**src/rtl/crc8pf_pkg.sv**
```systemverilog
// ----------------------------------------------------------------------------
// crc8pf_pkg
// Shared types, constants and the CRC-8 byte update for the packet framer.
// ----------------------------------------------------------------------------
package crc8pf_pkg;

  localparam int unsigned ValueWidth = 16;
  localparam int unsigned ByteWidth  = 8;
  localparam int unsigned NibWidth   = 4;
  localparam int unsigned IdxWidth   = 8;

  // Configuration register indexes
  localparam logic [IdxWidth-1:0] REG_VERSION  = 8'd0;
  localparam logic [IdxWidth-1:0] REG_RESERVED = 8'd1;

  localparam logic [NibWidth-1:0] VERSION_RESET  = 4'h1;
  localparam logic [NibWidth-1:0] RESERVED_RESET = 4'hF;

  localparam logic [ByteWidth-1:0] NEWLINE_BYTE = 8'h0A;
  localparam logic [ByteWidth-1:0] CRC_POLY_REF = 8'h8C;
  localparam logic [ByteWidth-1:0] CRC_INIT     = 8'h00;

  // Position of the byte being sent within a frame
  typedef enum logic [2:0] {
    POS_HDR = 3'd0,
    POS_LO  = 3'd1,
    POS_HI  = 3'd2,
    POS_CRC = 3'd3,
    POS_NL  = 3'd4
  } pos_t;

  // Header nibbles as held by the configuration registers
  typedef struct packed {
    logic [NibWidth-1:0] reserved_nib;
    logic [NibWidth-1:0] version_nib;
  } header_t;

  // One frame to send: the captured header and the number
  typedef struct packed {
    header_t               header;
    logic [ValueWidth-1:0] value;
  } item_t;

  // Status of the input holding stage as seen by the serializer
  typedef struct packed {
    logic valid;
  } hold_ctl_t;

  // Reflected CRC-8 (Maxim/Dallas) update over one byte
  function automatic logic [ByteWidth-1:0] crc8_update(
    input logic [ByteWidth-1:0] crc,
    input logic [ByteWidth-1:0] data
  );
    logic [ByteWidth-1:0] c;
    c = crc ^ data;
    for (int k = 0; k < ByteWidth; k++) begin
      if (c[0]) begin
        c = (c >> 1) ^ CRC_POLY_REF;
      end else begin
        c = c >> 1;
      end
    end
    return c;
  endfunction

endpackage

```
**src/rtl/crc8pf_cfg.sv**
```systemverilog
// ----------------------------------------------------------------------------
// crc8pf_cfg
// Configuration registers holding the two header nibbles.
// ----------------------------------------------------------------------------
module crc8pf_cfg (
  input  logic                                clk,
  input  logic                                rst,
  input  logic                                cfg_valid,
  output logic                                cfg_ready,
  input  logic [crc8pf_pkg::IdxWidth-1:0]     cfg_index,
  input  logic [crc8pf_pkg::NibWidth-1:0]     cfg_data,
  output crc8pf_pkg::header_t                 header
);

  crc8pf_pkg::header_t hdr;

  assign cfg_ready = 1'b1;
  assign header    = hdr;

  // Drop writes to indexes outside the register list
  always_ff @(posedge clk) begin
    if (rst) begin
      hdr.version_nib  <= crc8pf_pkg::VERSION_RESET;
      hdr.reserved_nib <= crc8pf_pkg::RESERVED_RESET;
    end else if (cfg_valid) begin
      if (cfg_index == crc8pf_pkg::REG_VERSION) begin
        hdr.version_nib <= cfg_data;
      end else if (cfg_index == crc8pf_pkg::REG_RESERVED) begin
        hdr.reserved_nib <= cfg_data;
      end
    end
  end

endmodule

```
**src/rtl/crc8pf_inreg.sv**
```systemverilog
// ----------------------------------------------------------------------------
// crc8pf_inreg
// Input holding register: captures one number with its header.
// ----------------------------------------------------------------------------
module crc8pf_inreg (
  input  logic                                 clk,
  input  logic                                 rst,
  input  logic                                 in_valid,
  output logic                                 in_ready,
  input  logic [crc8pf_pkg::ValueWidth-1:0]    value,
  input  crc8pf_pkg::header_t                  header,
  input  logic                                 take,
  output crc8pf_pkg::hold_ctl_t                ctl,
  output crc8pf_pkg::item_t                    item
);

  logic              hold_valid;
  crc8pf_pkg::item_t hold_item;

  // Accept when empty, or when the held item moves on this cycle
  assign in_ready  = !hold_valid || take;
  assign ctl.valid = hold_valid;
  assign item      = hold_item;

  always_ff @(posedge clk) begin
    if (rst) begin
      hold_valid <= 1'b0;
    end else if (in_ready) begin
      hold_valid <= in_valid;
    end
  end

  always_ff @(posedge clk) begin
    if (in_valid && in_ready) begin
      hold_item.value  <= value;
      hold_item.header <= header;
    end
  end

endmodule

```
**src/rtl/crc8pf_ser.sv**
```systemverilog
// ----------------------------------------------------------------------------
// crc8pf_ser
// Frame serializer: walks the five bytes, folds the CRC one byte per cycle
// while the output register is free, and drives the output register.
// ----------------------------------------------------------------------------
module crc8pf_ser (
  input  logic                                clk,
  input  logic                                rst,
  input  crc8pf_pkg::hold_ctl_t               ctl,
  input  crc8pf_pkg::item_t                   item,
  output logic                                take,
  output logic                                out_valid,
  input  logic                                out_ready,
  output logic [crc8pf_pkg::ByteWidth-1:0]    frame_byte,
  output logic                                last_byte
);

  logic                             active;
  crc8pf_pkg::pos_t                 pos;
  crc8pf_pkg::pos_t                 pos_next;
  crc8pf_pkg::item_t                frame;
  logic [crc8pf_pkg::ByteWidth-1:0] crc;
  logic [crc8pf_pkg::ByteWidth-1:0] crc_next;
  logic [crc8pf_pkg::ByteWidth-1:0] byte_sel;
  logic                             out_free;
  logic                             advance;
  logic                             at_end;

  assign out_free = !out_valid || out_ready;
  assign advance  = active && out_free;
  assign at_end   = (pos == crc8pf_pkg::POS_NL);
  assign take     = ctl.valid && (!active || (advance && at_end));

  always_comb begin
    case (pos)
      crc8pf_pkg::POS_HDR: byte_sel = frame.header;
      crc8pf_pkg::POS_LO:  byte_sel = frame.value[7:0];
      crc8pf_pkg::POS_HI:  byte_sel = frame.value[15:8];
      crc8pf_pkg::POS_CRC: byte_sel = crc;
      default:             byte_sel = crc8pf_pkg::NEWLINE_BYTE;
    endcase
  end

  always_comb begin
    case (pos)
      crc8pf_pkg::POS_HDR: pos_next = crc8pf_pkg::POS_LO;
      crc8pf_pkg::POS_LO:  pos_next = crc8pf_pkg::POS_HI;
      crc8pf_pkg::POS_HI:  pos_next = crc8pf_pkg::POS_CRC;
      crc8pf_pkg::POS_CRC: pos_next = crc8pf_pkg::POS_NL;
      default:             pos_next = crc8pf_pkg::POS_HDR;
    endcase
  end

  assign crc_next = crc8pf_pkg::crc8_update(crc, byte_sel);

  always_ff @(posedge clk) begin
    if (rst) begin
      active <= 1'b0;
      pos    <= crc8pf_pkg::POS_HDR;
    end else if (take) begin
      active <= 1'b1;
      pos    <= crc8pf_pkg::POS_HDR;
    end else if (advance) begin
      active <= !at_end;
      pos    <= pos_next;
    end
  end

  // Fold the CRC only over header and number bytes
  always_ff @(posedge clk) begin
    if (take) begin
      frame <= item;
      crc   <= crc8pf_pkg::CRC_INIT;
    end else if (advance && (pos == crc8pf_pkg::POS_HDR || pos == crc8pf_pkg::POS_LO ||
                             pos == crc8pf_pkg::POS_HI)) begin
      crc <= crc_next;
    end
  end

  always_ff @(posedge clk) begin
    if (rst) begin
      out_valid <= 1'b0;
    end else if (out_free) begin
      out_valid <= advance;
    end
  end

  always_ff @(posedge clk) begin
    if (advance) begin
      frame_byte <= byte_sel;
      last_byte  <= at_end;
    end
  end

endmodule

```
**src/rtl/crc8_packet_framer_core.sv**
```systemverilog
// ----------------------------------------------------------------------------
// crc8_packet_framer_core
// Frames a signed 16-bit number into header, two data bytes, CRC-8, newline.
// ----------------------------------------------------------------------------
// Usage:
//   Input channel (in_valid/in_ready/value) takes one number per transaction.
//   Output channel (out_valid/out_ready/frame_byte/last_byte) gives five
//   transactions per number in send order: header (version nibble low,
//   reserved nibble high), value low byte, value high byte, CRC-8
//   (Maxim/Dallas, reflected 0x8C, init 0) over the first three bytes, and
//   a newline with last_byte set.
//   Config channel (cfg_valid/cfg_ready/cfg_index/cfg_data) writes register
//   0 (version nibble) or 1 (reserved nibble); cfg_ready is always high and
//   other indexes are dropped. Write only while no frame is in flight.
// Timing:
//   A number passes through the input register, the serializer's frame
//   register and the output register; frame bytes follow one per cycle
//   while out_ready is high; the next number waits in the input register
//   as a frame drains. The CRC is folded one byte per cycle as bytes go out.
// Reset and stalls:
//   rst clears all valid flags and loads version 1 and reserved 15.
//   When out_ready is low the output register holds its byte, the serializer
//   stops, and one more number is still taken into the input register.
// ----------------------------------------------------------------------------
module crc8_packet_framer_core (
  input  logic                                    clk,
  input  logic                                    rst,
  input  logic                                    in_valid,
  output logic                                    in_ready,
  input  logic signed [crc8pf_pkg::ValueWidth-1:0] value,
  output logic                                    out_valid,
  input  logic                                    out_ready,
  output logic [crc8pf_pkg::ByteWidth-1:0]        frame_byte,
  output logic                                    last_byte,
  input  logic                                    cfg_valid,
  output logic                                    cfg_ready,
  input  logic [crc8pf_pkg::IdxWidth-1:0]         cfg_index,
  input  logic [crc8pf_pkg::NibWidth-1:0]         cfg_data
);

  crc8pf_pkg::header_t   header;
  crc8pf_pkg::hold_ctl_t hold_ctl;
  crc8pf_pkg::item_t     hold_item;
  logic                  take;

  // Header nibbles; captured with each number so a frame is self-contained
  crc8pf_cfg u_cfg (
    .clk       (clk),
    .rst       (rst),
    .cfg_valid (cfg_valid),
    .cfg_ready (cfg_ready),
    .cfg_index (cfg_index),
    .cfg_data  (cfg_data),
    .header    (header)
  );

  // Hold the next number while the current frame drains
  crc8pf_inreg u_inreg (
    .clk      (clk),
    .rst      (rst),
    .in_valid (in_valid),
    .in_ready (in_ready),
    .value    (value),
    .header   (header),
    .take     (take),
    .ctl      (hold_ctl),
    .item     (hold_item)
  );

  // Advance through the frame one byte per free output slot
  crc8pf_ser u_ser (
    .clk        (clk),
    .rst        (rst),
    .ctl        (hold_ctl),
    .item       (hold_item),
    .take       (take),
    .out_valid  (out_valid),
    .out_ready  (out_ready),
    .frame_byte (frame_byte),
    .last_byte  (last_byte)
  );

endmodule

```
**config.mk**
```make
export PLATFORM = sky130hd
export DESIGN_NAME = crc8_packet_framer_core
export DESIGN_NICKNAME = d
export VERILOG_FILES = /design/src/rtl/crc8pf_pkg.sv /design/src/rtl/crc8pf_cfg.sv /design/src/rtl/crc8pf_inreg.sv /design/src/rtl/crc8pf_ser.sv /design/src/rtl/crc8_packet_framer_core.sv
export SDC_FILE = /design/constraint.sdc
export NUM_CORES = 1
export LEC_CHECK = 0
export ABC_CLOCK_PERIOD_IN_PS = 7600
export BUFFER_PORTS_ARGS = -buffer_cell sky130_fd_sc_hd__buf_2
export CORE_ASPECT_RATIO = 1.2
export CORE_UTILIZATION = 55
export CTS_CLUSTER_DIAMETER = 200
export CTS_CLUSTER_SIZE = 14
export DETAILED_ROUTE_END_ITERATION = 10
export GPL_TIMING_DRIVEN = 0
export PLACE_DENSITY = 0.81
export SLEW_MARGIN = 20
export SYNTH_ARGS = -nofsm -noshare
export SYNTH_HDL_FRONTEND = slang
export SYNTH_SLANG_ARGS = --single-unit
```
**constraint.sdc**
```tcl
create_clock -name clk -period 7.6 [get_ports clk]
set_clock_uncertainty 0.1 [all_clocks]
set_input_delay 0.38 -clock clk [delete_from_list [all_inputs] [get_ports clk]]
set_output_delay 0.38 -clock clk [all_outputs]
set_load 0.1 [all_outputs]
```
==> qor.csv <==
metric;value;unit
Clock power frac;29.7;%
Slowest cell on crit path;buf_1;
data required time of the worst path;7.12;ns
worst path arrival time;2.43;ns
layout cells sized above 1;24.0;%
ys flop type;edfxtp_1;
Synth Area per Inst;13.6;um2
RePlAce Congestion;0.823;
post-synthesis cell count;241;
synthesized cell area;3280;um2
clk buf depth;2;
CP delay by family, top;buffers and inverters;
flop2flop setup slack;4.72;ns
DRT iter0 DRCs;128;
Port Buffers;43;
CP Max Fanout;10;
Final Util;66.9;%
Hold Startpoint;value[8];
Pwr per Cell Area;291;nW/um2
ranking of synthesized cells by area;edfxtp_1 (52%), dfxtp_1 (13%), mux2i_1 (3.4%), xnor2_1 (2.9%), nor2_1 (2.2%);
Most Crowded Layer GR;met2;
Num CTS Buffers;9;
Yosys top cell by area;edfxtp_1;
Clk Latency, worst-skew pair;0.35;ns
count leader, synth;edfxtp_1;
met3 Resource Use GR;5.12;%
post-CTS setup buffer count;0;
DP Area;3600;um2
clock-pin slew on the worst setup and hold paths;0.08;ns
leak pwr;1.37;nW
Crit Reg-Reg Startpoint;u_ser.pos[2];
ANT nets after route;0;
RSZ-0062 raised after global routing;false;
largest net degree at the start of global routing;34;
nature of the critical path endpoint;output pin;
Switch Pwr;304;uW
sw frac;27.4;%
CTS sink count;79;
Commonest cells post-synth;edfxtp_1 (57), dfxtp_1 (22), nor2_1 (19);
setup TNS;0;ns
Yosys reg bits;79;
Pint;805;uW
HP Class;in -> reg;
# H-tree levels;3;
period utilisation layout;38.3;%
row cnt;30;
Antenna Cells;0;
DRT Pass-1 Iters;4;
IO Count;45;
hold buffers post-CTS;0;
Detailed Place HPWL;4160;um
met1 Use GR;24.3;%
Placeable Area;5710;um2
clock root cell;clkbuf_8;
Min-Delay Endpoint;u_inreg.item[8];
met2 GRT Util;37.0;%
design area;3820;um2
DR WL/cell;15.7;um
worst vdd rail ir drop;159;uV
Flop pwr share;47.6;%
post-CTS sizing;0;
vias in the first global route;2114;
Fin. Hold Viols;0;
# setup viols final;0;
sequential share of the synthesized area;65.5;%
Die W;72.5;um
via density per instance;5.50;
outcome;complete, no violations;
fin. max-slew vios;0;
Ys Warns;0;
P&R area growth vs syn;16.2;%
drt drc;0;
Synth cell types;44;
Worst Hold Path Cells;1;
WP buf/inv;3;
post-synthesis net count;274;
Worst R2R End;u_ser.frame[12];
Initial Util;57.6;%
vias post-DR;2091;
R2R cell count;6;
post-synth top area share;52.1;%
CP Launch Type;flop;
worst relative slew slack;48.5;%
Worst Tran Pin Value;0.772;ns
Die Area;6290;um2
CP Class;reg -> out;
MaxCap Viol Count;0;
Post-synth EDFFs;57;
post-synthesis async set-or-reset flop share;0;%
Min Clock Period, post-route;2.91;ns
die height;86.7;um
crit-path most repeated cell;buf_2;
Combinational Power Share;22.7;%
total gr overflow;0;
final net count;328;
CTS tree;done;
first-pass GRT wire length;9670;um
Max Fclk;344;MHz
initial antenna violation count;0;
Largest stage delay, worst path;0.45;ns
CP Cell Sequence;buf_2, buf_1, nor3_1, a21oi_1, nand2_1, buf_2;
Total Routing Usage GR;21.4;%
routed wire length;5980;um
[cells in the final DEF, fill, tap and decap left out, types with 2 or more instances in the layout]
master / n
a211o_1: 8
a211oi_1: 8
a21oi_1: 12
a311oi_1: 2
and2_1: 6
and3_1: 5
buf_1: 2
buf_2: 46
bufinv_16: 2
clkbuf_1: 6
clkbuf_8: 9
clkinv_4: 2
dfxtp_1: 22
edfxtp_1: 57
inv_1: 6
mux2i_1: 11
mux4_2: 3
nand2_1: 13
nand2b_1: 2
nor2_1: 19
nor2b_1: 3
nor3_1: 6
nor4_1: 2
nor4bb_1: 2
o21ai_0: 5
o21ai_1: 2
o41a_1: 2
or4_1: 2
xnor2_1: 11
xor2_1: 2
xor3_1: 2
[final cells by class]
cell class                 instances  area (um2)
tap                               80         100
inverter                           7        26.3
sequential                        79        2150
fill                             446        1890
clock buffer                      10         128
timing repair buffer              43         215
clock inverter                     6        86.3
multi-input combinational        143        1050
buffer                            12        53.8
[worst register-to-register path, delay by kind of cell, from the launching register on]
kind / cells / cell delay (ns)
AOI/OAI and AO/OA: 1 / 0.18
buffers and inverters: 3 / 1.26
DFF: 1 / 0.31
and+or+nand+nor: 2 / 0.64
[per-layer routing]
layer,vias up,share of wire (%)
met5,-,0
met2,65,51
li1,1009,-
met4,0,2.8
met3,17,4.5
met1,1000,41
[power by group through the flow]
stage | clock network [mW] | logic (mW) | registers, mW
after global placement | 0 | 0.243 | 0.535
after detailed placement | 0 | 0.250 | 0.537
after global routing | 0.349 | 0.273 | 0.531
final | 0.330 | 0.252 | 0.528
after floorplan | 0 | 0.191 | 0.547
after CTS | 0.333 | 0.251 | 0.528
[cell families (layout without fill, tap and decap cells)]
kind of cell / count (synthesis) / count (layout) / synth area share [%]
buf+inv: 19 / 78 / 2.40
other cells: 1 / 1 / 0.114
xor+xnor: 17 / 17 / 5.91
flops: 79 / 79 / 65.5
mux: 17 / 17 / 6.55
simple gates: 62 / 62 / 9.52
compound gates: 46 / 46 / 9.98
[state kept, by name (all words and copies together) (netlist names)]
name,count
u_inreg.item,24
u_ser.frame,24
u_cfg.header,8
u_ser.crc,8
u_ser.frame_byte,8
u_ser.pos,3
u_inreg.ctl,1
u_ser.active,1
u_ser.last_byte,1
u_ser.out_valid,1
[worst max-delay path by stage]
stage,end,cells after the start,from,slack [ns]
after floorplan,u_inreg.item[0],4,u_ser.out_valid,4.48
after global placement,u_ser.frame[11],6,u_ser.pos[2],4.15
after detailed placement,u_inreg.item[2],6,u_ser.pos[2],4.61
after CTS,u_inreg.item[20],6,u_ser.pos[2],4.60
after global routing,u_ser.frame[12],6,u_ser.pos[2],4.49
final,in_ready,6,u_ser.pos[1],4.69
[through the flow]
stage / std cells / power [mW] / worst slack [ns] / hold WS [ns]
after floorplan: 241 / 0.738 / 4.48 / 0.300
after global placement: 364 / 0.778 / 4.15 / 0.301
after detailed placement: 364 / 0.787 / 4.61 / 0.305
after CTS: 380 / 1.11 / 4.60 / 0.0874
after global routing: 380 / 1.15 / 4.49 / 0.0844
final: 380 / 1.11 / 4.69 / 0.0968
Note: power is estimated with default switching activity, not from simulation.
